## src/rtl/core/b32d_pkg.sv

```systemverilog
// Shared types, result codes and the letter table for the base32 text decoder.
// No dependencies; every module of the decoder imports this package.
`timescale 1ns / 1ps
`default_nettype none

package b32d_pkg;

  localparam int unsigned CapW     = 16;
  localparam int unsigned ExpW     = 19;
  localparam int unsigned CharCntW = 17;
  localparam int unsigned BufW     = 12;

  // ceil(2^22 / 5); exact for every operand below 2^22.
  localparam logic [19:0] RecipFive = 20'd838861;
  localparam int unsigned RecipShift = 22;

  localparam logic [CharCntW-1:0] CharCntMax = {CharCntW{1'b1}};

  localparam logic [7:0] ChEnd    = 8'h00;
  localparam logic [7:0] ChHyphen = 8'h2D;
  localparam logic [7:0] ChSpace  = 8'h20;
  localparam logic [7:0] ChTab    = 8'h09;

  typedef enum logic [1:0] {
    ST_OK       = 2'd0,
    ST_INVALID  = 2'd1,
    ST_CAPACITY = 2'd2,
    ST_MISMATCH = 2'd3
  } status_t;

  typedef enum logic [1:0] {
    KIND_SYM  = 2'd0,
    KIND_SKIP = 2'd1,
    KIND_BAD  = 2'd2
  } kind_t;

  typedef enum logic {
    REG_CAPACITY = 1'b0,
    REG_EXPECTED = 1'b1
  } reg_idx_t;

  typedef struct packed {
    kind_t      kind;
    logic [4:0] value;
  } dec_t;

  typedef struct packed {
    logic [CapW-1:0]     capacity;
    logic                chk_en;
    logic [CharCntW-1:0] need_chars;
    logic [CapW-1:0]     need_bytes;
  } cfg_t;

  typedef struct packed {
    logic [7:0]      byte_value;
    logic            is_final;
    status_t         status;
    logic [CapW-1:0] byte_total;
  } res_t;

  // Letter value by position in the alphabet (A is 1); bit 5 set marks U.
  function automatic logic [5:0] letter_val(input logic [4:0] pos);
    logic [5:0] v;
    case (pos)
      5'd1:    v = 6'd10;
      5'd2:    v = 6'd11;
      5'd3:    v = 6'd12;
      5'd4:    v = 6'd13;
      5'd5:    v = 6'd14;
      5'd6:    v = 6'd15;
      5'd7:    v = 6'd16;
      5'd8:    v = 6'd17;
      5'd9:    v = 6'd1;
      5'd10:   v = 6'd18;
      5'd11:   v = 6'd19;
      5'd12:   v = 6'd1;
      5'd13:   v = 6'd20;
      5'd14:   v = 6'd21;
      5'd15:   v = 6'd0;
      5'd16:   v = 6'd22;
      5'd17:   v = 6'd23;
      5'd18:   v = 6'd24;
      5'd19:   v = 6'd25;
      5'd20:   v = 6'd26;
      5'd22:   v = 6'd27;
      5'd23:   v = 6'd28;
      5'd24:   v = 6'd29;
      5'd25:   v = 6'd30;
      5'd26:   v = 6'd31;
      default: v = 6'd32;
    endcase
    return v;
  endfunction

endpackage

`default_nettype wire

```

## src/rtl/core/b32d_decode.sv

```systemverilog
// Character classifier: maps one text character to a 5-bit symbol, a skip or a reject.
// Depends on b32d_pkg.
`timescale 1ns / 1ps
`default_nettype none

module b32d_decode (
  input  wire logic [7:0]    ch,
  output b32d_pkg::dec_t     dec
);
  import b32d_pkg::*;

  logic [5:0] lv;

  // Upper and lower case letters share the low five bits of their code.
  assign lv = letter_val(ch[4:0]);

  always_comb begin
    dec = '{kind: KIND_BAD, value: 5'd0};
    case (ch) inside
      ChHyphen, ChSpace, ChTab: begin
        dec.kind = KIND_SKIP;
      end
      [8'h30:8'h39]: begin
        dec.kind  = KIND_SYM;
        dec.value = {1'b0, ch[3:0]};
      end
      [8'h41:8'h5A], [8'h61:8'h7A]: begin
        if (!lv[5]) begin
          dec.kind  = KIND_SYM;
          dec.value = lv[4:0];
        end
      end
      default: begin
        dec.kind = KIND_BAD;
      end
    endcase
  end

endmodule

`default_nettype wire

```

## src/rtl/core/b32d_cfg.sv

```systemverilog
// Configuration registers and the length-check targets derived from them.
// Depends on b32d_pkg.
`timescale 1ns / 1ps
`default_nettype none

module b32d_cfg (
  input  wire logic                        clk,
  input  wire logic                        rst_n,
  input  wire logic                        cfg_we,
  input  wire logic                        cfg_idx,
  input  wire logic [b32d_pkg::ExpW-1:0]   cfg_wdata,
  output b32d_pkg::cfg_t                   cfg
);
  import b32d_pkg::*;

  cfg_t        cfg_r, cfg_nxt;
  logic [19:0] rounded;
  logic [39:0] prod;

  // ceil(expected / 5) as floor((expected + 4) / 5) by reciprocal multiply.
  assign rounded = {1'b0, cfg_wdata} + 20'd4;
  assign prod    = 40'(rounded) * 40'(RecipFive);

  always_comb begin
    cfg_nxt = cfg_r;
    if (cfg_we) begin
      case (reg_idx_t'(cfg_idx))
        REG_CAPACITY: cfg_nxt.capacity = cfg_wdata[CapW-1:0];
        REG_EXPECTED: begin
          cfg_nxt.chk_en     = |cfg_wdata;
          cfg_nxt.need_chars = prod[RecipShift +: CharCntW];
          cfg_nxt.need_bytes = cfg_wdata[ExpW-1:3];
        end
        default: cfg_nxt = cfg_r;
      endcase
    end
  end

  always_ff @(posedge clk) begin
    if (!rst_n) begin
      cfg_r <= '{capacity: {CapW{1'b1}}, chk_en: 1'b0,
                 need_chars: '0, need_bytes: '0};
    end else begin
      cfg_r <= cfg_nxt;
    end
  end

  assign cfg = cfg_r;

endmodule

`default_nettype wire

```

## src/rtl/core/b32d_core.sv

```systemverilog
// Per-string decode state: bit packing, counters, sticky error and final status.
// Depends on b32d_pkg and b32d_decode.
`timescale 1ns / 1ps
`default_nettype none

module b32d_core (
  input  wire logic                  clk,
  input  wire logic                  rst_n,
  input  wire logic                  step,
  input  wire logic [7:0]            ch,
  input  wire b32d_pkg::cfg_t        cfg,
  output logic                       res_vld,
  output b32d_pkg::res_t             res
);
  import b32d_pkg::*;

  dec_t                dec;
  logic [BufW-1:0]     buf_r, buf_nxt;
  logic [2:0]          pend_r, pend_nxt;
  logic [CharCntW-1:0] ccnt_r, ccnt_nxt;
  logic [CapW-1:0]     bcnt_r, bcnt_nxt;
  status_t             err_r, err_nxt;
  logic [BufW-1:0]     packed_w;
  logic [3:0]          pend_sum;
  logic [2:0]          pend_left;
  logic [BufW-1:0]     shifted;

  b32d_decode u_decode (
    .ch  (ch),
    .dec (dec)
  );

  assign packed_w  = {buf_r[BufW-6:0], dec.value};
  assign pend_sum  = {1'b0, pend_r} + 4'd5;
  assign pend_left = 3'(pend_sum - 4'd8);
  assign shifted   = packed_w >> pend_left;

  always_comb begin
    buf_nxt  = buf_r;
    pend_nxt = pend_r;
    ccnt_nxt = ccnt_r;
    bcnt_nxt = bcnt_r;
    err_nxt  = err_r;
    res_vld  = 1'b0;
    res      = '{byte_value: 8'd0, is_final: 1'b0, status: ST_OK, byte_total: bcnt_r};
    if (step) begin
      if (ch == ChEnd) begin
        res_vld      = 1'b1;
        res.is_final = 1'b1;
        if (err_r != ST_OK) begin
          res.status = err_r;
        end else if (cfg.chk_en &&
                     (ccnt_r != cfg.need_chars || bcnt_r != cfg.need_bytes)) begin
          res.status = ST_MISMATCH;
        end
        buf_nxt  = '0;
        pend_nxt = '0;
        ccnt_nxt = '0;
        bcnt_nxt = '0;
        err_nxt  = ST_OK;
      end else if (err_r == ST_OK) begin
        case (dec.kind)
          KIND_SYM: begin
            buf_nxt = packed_w;
            if (ccnt_r != CharCntMax) begin
              ccnt_nxt = ccnt_r + 1'b1;
            end
            if (pend_sum >= 4'd8) begin
              pend_nxt = pend_left;
              // A byte completed once the limit is reached is dropped.
              if (bcnt_r >= cfg.capacity) begin
                err_nxt = ST_CAPACITY;
              end else begin
                bcnt_nxt       = bcnt_r + 1'b1;
                res_vld        = 1'b1;
                res.byte_value = shifted[7:0];
                res.byte_total = bcnt_r + 1'b1;
              end
            end else begin
              pend_nxt = pend_sum[2:0];
            end
          end
          KIND_SKIP: ;
          KIND_BAD:  err_nxt = ST_INVALID;
          default:   err_nxt = ST_INVALID;
        endcase
      end
    end
  end

  always_ff @(posedge clk) begin
    if (!rst_n) begin
      buf_r  <= '0;
      pend_r <= '0;
      ccnt_r <= '0;
      bcnt_r <= '0;
      err_r  <= ST_OK;
    end else begin
      buf_r  <= buf_nxt;
      pend_r <= pend_nxt;
      ccnt_r <= ccnt_nxt;
      bcnt_r <= bcnt_nxt;
      err_r  <= err_nxt;
    end
  end

endmodule

`default_nettype wire

```

## src/rtl/core/base32_text_decoder_unit.sv

```systemverilog
// Top level of the base32 text decoder: input register, decode core, result register.
// Depends on b32d_pkg, b32d_cfg and b32d_core.
//
//   Channel  Direction  Handshake         Beat contents
//   in_      input      valid / ready     char_code (zero ends the string)
//   out_     output     valid / ready     byte_value, is_final, status, byte_total
//   cfg_     input      write enable      idx 0 byte_capacity, idx 1 expected_bit_count
//
// A beat waits in the input register and, when it advances, its result (if any) is
// written into the result register. The sustained rate is one character per cycle
// while out_ready stays high. When the result register is held, the input register
// keeps its beat and in_ready falls until the result is taken. Synchronous reset
// clears all state but the input character and result data registers; the
// capacity resets to 65535 and the length check to off.
`timescale 1ns / 1ps
`default_nettype none

module base32_text_decoder_unit (
  input  wire logic                         clk,
  input  wire logic                         rst_n,
  input  wire logic                         in_valid,
  output logic                              in_ready,
  input  wire logic [7:0]                   in_char_code,
  output logic                              out_valid,
  input  wire logic                         out_ready,
  output logic [7:0]                        out_byte_value,
  output logic                              out_is_final,
  output logic [1:0]                        out_status,
  output logic [b32d_pkg::CapW-1:0]         out_byte_total,
  input  wire logic                         cfg_we,
  input  wire logic                         cfg_idx,
  input  wire logic [b32d_pkg::ExpW-1:0]    cfg_wdata
);
  import b32d_pkg::*;

  cfg_t       cfg;
  logic       in_vld_r, in_vld_nxt;
  logic [7:0] in_ch_r;
  logic       advance;
  logic       res_vld;
  res_t       res;
  logic       out_vld_r, out_vld_nxt;
  res_t       out_r;

  b32d_cfg u_cfg (
    .clk       (clk),
    .rst_n     (rst_n),
    .cfg_we    (cfg_we),
    .cfg_idx   (cfg_idx),
    .cfg_wdata (cfg_wdata),
    .cfg       (cfg)
  );

  b32d_core u_core (
    .clk     (clk),
    .rst_n   (rst_n),
    .step    (advance),
    .ch      (in_ch_r),
    .cfg     (cfg),
    .res_vld (res_vld),
    .res     (res)
  );

  // The held beat moves on only when the result register can take its result.
  assign advance  = in_vld_r && (!out_vld_r || out_ready);
  assign in_ready = !in_vld_r || advance;

  always_comb begin
    in_vld_nxt = in_vld_r;
    if (in_ready) begin
      in_vld_nxt = in_valid;
    end
    out_vld_nxt = out_vld_r;
    if (advance) begin
      out_vld_nxt = res_vld;
    end else if (out_ready) begin
      out_vld_nxt = 1'b0;
    end
  end

  always_ff @(posedge clk) begin
    if (!rst_n) begin
      in_vld_r  <= 1'b0;
      out_vld_r <= 1'b0;
    end else begin
      in_vld_r  <= in_vld_nxt;
      out_vld_r <= out_vld_nxt;
    end
  end

  always_ff @(posedge clk) begin
    if (in_ready && in_valid) begin
      in_ch_r <= in_char_code;
    end
    if (advance && res_vld) begin
      out_r <= res;
    end
  end

  assign out_valid      = out_vld_r;
  assign out_byte_value = out_r.byte_value;
  assign out_is_final   = out_r.is_final;
  assign out_status     = out_r.status;
  assign out_byte_total = out_r.byte_total;

`ifndef SYNTHESIS
  a_final_zero_byte: assert property (@(posedge clk) disable iff (!rst_n)
    out_valid && out_is_final |-> out_byte_value == 8'd0)
    else $error("final status beat carries a nonzero byte");

  a_data_status_ok: assert property (@(posedge clk) disable iff (!rst_n)
    out_valid && !out_is_final |-> out_status == ST_OK)
    else $error("data beat carries an error status");

  a_data_total_nonzero: assert property (@(posedge clk) disable iff (!rst_n)
    out_valid && !out_is_final |-> out_byte_total != '0)
    else $error("data beat reports a zero byte total");

  a_no_needless_stall: assert property (@(posedge clk) disable iff (!rst_n)
    !out_vld_r |-> in_ready)
    else $error("input stalled with the result register empty");
`endif

endmodule

`default_nettype wire
```

## config.mk

```make
export PLATFORM = sky130hd
export DESIGN_NAME = base32_text_decoder_unit
export DESIGN_NICKNAME = d
export VERILOG_FILES = /design/src/rtl/core/b32d_pkg.sv /design/src/rtl/core/b32d_decode.sv /design/src/rtl/core/b32d_cfg.sv /design/src/rtl/core/b32d_core.sv /design/src/rtl/core/base32_text_decoder_unit.sv
export SDC_FILE = /design/constraint.sdc
export NUM_CORES = 1
export LEC_CHECK = 0
export BUFFER_PORTS_ARGS = -buffer_cell sky130_fd_sc_hd__buf_2
export CORE_MARGIN = 4
export CORE_UTILIZATION = 55
export DETAILED_ROUTE_END_ITERATION = 10
export GPL_ROUTABILITY_DRIVEN = 0
export PLACE_DENSITY = 0.7
export RECOVER_POWER = 25
export SYNTH_ARGS = -nofsm -noshare
export SYNTH_HDL_FRONTEND = slang
export SYNTH_SLANG_ARGS = --single-unit
```

## constraint.sdc

```tcl
create_clock -name clk -period 14 [get_ports clk]
set_input_delay 1.4 -clock clk [delete_from_list [all_inputs] [get_ports clk]]
set_output_delay 1.4 -clock clk [all_outputs]
set_load 0.01 [all_outputs]
```

# Yosys cells after proc, flatten, opt, wreduce, memory -nomap -nowiden

Memories as Yosys holds them, arrays and structs flattened. A register that Yosys moved wholly into a read port is not among the register bits.
Index checks and enable logic that the tools add are counted.

Register bits: 132
Memory bits (read-only): 192
Input bits: 33
Output and inout bits: 29
Word-level logic and storage cells: 119
Memories kept: 1

Memory list:

| memory          | words | width | rd ports | clocked after Yosys merged registers in | write ports | RTL line       | text |
|---|---|---|---|---|---|---|---|
| (no name shown) | 32    | 6     | 1        | 1                                       | 0           | b32d_pkg.sv:64 | `case (pos)` |

$add $sub $neg: 5
Multipliers: 1
Order comparisons: 8
Equality and inequality tests: 10
Shifts and indexed selects: 1
Muxes and demuxes: 42
Bitwise operators: 5
Reduce and logical (&&, ||, !) cells: 30

Operators by type and width:

| kind                                                | number |
|---|---|
| two-way mux 16 bit                                  | 7 |
| two-way mux 17 bit                                  | 4 |
| multiplier 20 x 20 -> 39 bit, second input constant | 1 |
| two-way mux 7 bit                                   | 4 |
| adder 19 x 3 -> 20 bit, second input constant       | 1 |
| two-way mux 5 bit                                   | 4 |
| OR reduction 19 bit                                 | 1 |
| two-way mux 2 bit                                   | 9 |
| adder 17 x 1 -> 17 bit, second input constant       | 1 |
| != test 17 bit                                      | 1 |
| != test 17 bit, second input constant               | 1 |
| adder 16 x 1 -> 16 bit, second input constant       | 1 |
| equality test 8 x 6 -> 1 bit, second input constant | 2 |
| >= comparator 16 bit                                | 1 |
| >= comparator 8 x 7 -> 1 bit, second input constant | 2 |
| <= comparator 8 x 7 -> 1 bit, second input constant | 2 |
| != test 16 bit                                      | 1 |
| two-way mux 3 bit                                   | 5 |
| >> shifter 12 x 3 -> 8 bit                          | 1 |
| nonzero test 2 bit                                  | 5 |
| equality test 8 x 4 -> 1 bit, second input constant | 1 |
| >= comparator 8 x 6 -> 1 bit, second input constant | 1 |
| <= comparator 8 x 6 -> 1 bit, second input constant | 1 |
| zero test 8 bit                                     | 1 |
| 20 further kinds                                    | 44 |

# Depth between registers and ports, before layout

Depth after elaboration: 12
Depth in mapped cells: 28
Depth with buffers taken out: 27

# Modules after synthesis

A second synthesis with hierarchy kept.

Cell total of the unflattened synthesis: 1530
Area, all modules: 14333.7 um^2

By module, submodules not included:

| module                   | instances | cells each | area each (um^2) | sequential area each (um^2) |
|---|---|---|---|---|
| b32d_cfg                 | 1         | 975        | 9130.0           | 1001.0 |
| b32d_core                | 1         | 429        | 3448.3           | 900.9 |
| base32_text_decoder_unit | 1         | 48         | 1163.6           | 1091.0 |
| b32d_decode              | 1         | 78         | 591.8            | 0.0 |

# Least setup slack after synthesis

Ideal clock, no wire load.

Path type: input port to flip-flop
From: input port cfg_wdata[4] (netlist name)
To: register u_cfg.cfg_r (netlist bit u_cfg.cfg[31])
Library setup time: 0.126 ns
Data arrival time: 7.636 ns
Data required time: 13.874 ns
Slack: 6.238 ns
Stages on the path: 26
Path buffers: 1
Cells stage by stage: clkbuf_1 -> and3_1 -> and2_1 -> and3_1 -> nand2_1 -> xnor2_1 -> ha_1 -> fa_1 -> ha_1 -> inv_1 -> fa_1 -> fa_1 -> inv_1 -> fa_1 -> inv_1 -> fa_1 -> inv_1 -> ha_1 -> a21oi_1 -> o21ai_0 -> a2111oi_0 -> o211ai_1 -> a21oi_1 -> o21ai_0 -> xnor2_1 -> o21ai_0

Longest elaborated chain between the ends: 2

Ends and longest elaborated chain:

| item                         | RTL line                       | text |
|---|---|---|
| start, declared              | base32_text_decoder_unit.sv:32 | `input wire logic [b32d_pkg::ExpW-1:0] cfg_wdata` |
| adder 19 x 3 -> 20 bit       | b32d_cfg.sv:21                 | `assign rounded = {1'b0, cfg_wdata} + 20'd4;` |
| multiplier 20 x 20 -> 39 bit | b32d_cfg.sv:22                 | `assign prod = 40'(rounded) * 40'(RecipFive);` |
| end signal, assigned         | b32d_cfg.sv:41                 | `cfg_r <= '{capacity: {CapW{1'b1}}, chk_en: 1'b0,` |
| end signal, assigned         | b32d_cfg.sv:44                 | `cfg_r <= cfg_nxt;` |
| end, declared                | b32d_cfg.sv:16                 | `cfg_t cfg_r, cfg_nxt;` |

Every way passes these cells.
A chain may end at the register's enable or synchronous reset.

# Worst setup path after layout

Ends and elaborated chain as after synthesis.

==> metrics.txt <==
Register-to-Register Path Depth 10; top-area cell type share of the netlist area between 10% and 20%; CP max stage delay roughly 0.76 ns; Most used DFF post-synth dfxtp_1; Yosys warning count 0; starting density of the core 55.7%; RR Endpoint out_byte_total[0]; DP Wirelength slightly below 30 mm; setup violators final 0; Worst Skew 0.0106 ns; synthesized area 14400 sq um; Seq cells post-synth around 140; syn nets 1949; Post-CTS Setup Inserts 0; clk root buf clkbuf_16; die height 170 um; CP max stage cell xnor2_1; number of buffers created by CTS 17; critical path peak fanout 8; Post-DP Area 15000 sq um; Starting DRT DRC Count approximately 900; status finished, violations left; Worst-Margin Slew about 1.7 ns; antenna violations before repair 0; Netlist cell types 71; CP cell instances buf_2 > and3_1 > and2_1 > and3_1 > nand2_1 > xnor2_1 > ha_1 > inv_1 > fa_1 > inv_1 > fa_1 > fa_1 > fa_1 > fa_1 > ha_1 > ha_1 > and3_1 > and3_1 > o211ai_1 > o211ai_1 > a21oi_1 > o21ai_0 > xnor2_1 > o21ai_0; Area Overhead vs Synth 7.69%; layout cells sized above 1 just under 7%; Max Cap Violations 1; DRC 0; synth top area cells ha_1 (19%), fa_1 (19%), dfxtp_1 (14%); Clock Latency Late Sink 0.42 ns; post-route antenna net violation count 0; PortBufs 61; Overflow after GRT 0; reg-to-reg setup timing slack about 10 ns; DR vias/cell 5.70; WP buf/inv 3; pre-CTS WS 5.33 ns; CORE AREA 25900 sq um; worst path arrival time 8.61 ns; drt total wl 35.4 mm; RSZ-0062 raised after global routing false; Final Hold Viols 0; Post-Synthesis Cells 1558; Hold Crit Class reg2reg; CTS clk-pin slew, worst paths 0.06 ns; first-pass GRT wire length 57.5 mm; Crit Path Class in2reg; Top Ports 62; Slew Viols, Final 34; crit start category input pin; CTS Sinks between 100 and 150; fin util 60.0%; Mapped Avg Cell Area 9.27 sq um; Period minus WS final 8.32 ns; most frequent cells after synthesis inv_1 (235), ha_1 (224), fa_1 (134), nand2_1 (134), dfxtp_1 (103); part of the Yosys area used for sequential elements 21.6%; Clock Path Buffers 2; critical path's top delay family adder cells; largest net degree at the start of global routing 34; fin worst setup slack 5.68 ns; reg2reg start u_core.bcnt_r[0]; Most common cell on crit path fa_1; WHS Endpoint u_cfg.cfg[10]; # diodes 0; Worst Hold Launch u_cfg.cfg[10]; Req. time, crit path 14.29 ns; final non-filler cell area roughly 16000 sq um; period utilisation layout 59.4%; crit end category flop; violations in the final reports max-capacitance violations, max-slew violations; DIE AREA 28900 sq um; Fin Setup TNS 0 ns; # rows 59; Post-CTS Hold Fix Bufs 0; post-cts sizing count 0; die width 170 um; number of synthesized flops with an enable pin 35; most common cell in the netlist inv_1; htree depth 4; asr flop ratio synth 0%; post-synth top area cell ha_1; Total Nets Final 1991; CTS tree done; GRT Resource Usage Total 25.1%; Avg WL per Cell around 18 um; number of global-route vias before repair about 11k; Highest Clock Rate 120 MHz; via count between 10k and 15k; drt pass-1 iters 5; relative slew slack -12.8%; Hold Path Depth 2
==> sequential cells by signal, indices dropped and copies added, names as in the netlist, 2 cells and up <==
register            count
u_core.u_decode.lv      6
in_ch_r                 8
u_core.bcnt_r          16
u_core.buf_r            7
u_core.pend_r           3
u_core.ccnt_r          17
out_byte_value          8
out_byte_total         16
u_cfg.cfg              50
u_core.err_r            2
out_status              2
==> cell usage in the layout (no fill, tap or decap), types with 4 or more instances in the layout <==
master,netlist,routed
or3_1,7,7
dfxtp_1,103,103
nor2b_1,4,5
buf_4,1,7
nor3_1,28,28
xnor2_1,62,62
nand4_1,24,24
inv_8,0,5
a21oi_1,99,99
mux2_2,11,11
inv_1,235,235
or4_1,12,12
a211oi_1,10,10
and2_1,7,7
mux2i_1,17,17
clkinv_4,0,4
o21a_1,8,8
o211ai_1,24,24
and3_1,18,18
clkbuf_16,0,17
o31ai_1,15,15
ha_1,224,224
nor2_1,83,83
or2_2,5,5
xor2_1,38,38
clkbuf_1,32,22
a21o_1,20,20
nor4_1,7,7
nand3_1,44,44
edfxtp_1,35,35
o21bai_1,5,5
a31oi_1,4,4
and4_1,6,6
nand2_1,134,134
buf_2,9,39
fa_1,134,134
o21ai_0,35,34
==> worst max path at each step <==
stage                             from             to  depth (start not counted)
after floorplan           cfg_wdata[4]  u_cfg.cfg[31]                         26
after global placement    cfg_wdata[4]  u_cfg.cfg[31]                         24
after detailed placement  cfg_wdata[4]  u_cfg.cfg[31]                         24
after CTS                 cfg_wdata[4]  u_cfg.cfg[31]                         24
after global routing      cfg_wdata[4]  u_cfg.cfg[31]                         26
final                     cfg_wdata[4]  u_cfg.cfg[31]                         24
==> metrics by stage <==
stage / instances / hold slack (ns)
final: 1948 / 0.467
after detailed placement: 1916 / 0.459
after global routing: 1948 / 0.485
after floorplan: 1558 / 0.444
after global placement: 1916 / 0.455
after CTS: 1948 / 0.468
==> area by class of cell <==
cell class	instances	area, sq um
Fill cell	2268	10400
Multi-Input combinational cell	1139	10200
Sequential cell	138	3110
Inverter	236	886
Clock buffer	17	425
Tap cell	335	419
Timing Repair Buffer	68	330
Clock inverter	15	134
==> cells by family after synthesis <==
logic type / count (synthesis) / synth area share [%]
flops: 138 / 21.6
fa+ha+maj: 358 / 38.0
simple gates: 400 / 13.6
compound gates: 251 / 11.0
xor+xnor: 100 / 6.07
mux: 30 / 2.35
buf+inv: 281 / 7.46
==> layer usage <==
layer / part of all wire, % / GRT usage, % / up-vias / routed length [um]
met5: 0 / 0 / - / 0
met4: 1.7 / 4.69 / 0 / 600
met2: 42 / 36.2 / 354 / 14900
met1: 48 / 38.2 / 5333 / 17100
met3: 7.9 / 6.71 / 35 / 2780
li1: - / - / 5385 / -
==> worst reg2reg max path, cell delays in order, from the launching register on <==
cell and delay [ns]:
dfxtp_1 0.46, inv_1 0.15, ha_1 0.28, nand2b_1 0.13, a21o_1 0.17, a21o_1 0.17, a21oi_1 0.14, o21a_1 0.18
o21a_1 0.22, nand3_1 0.44, nand2_1 1.00
Power is not shown: default switching activity piles up to over one toggle a cycle in this logic, so the estimate is an artifact.
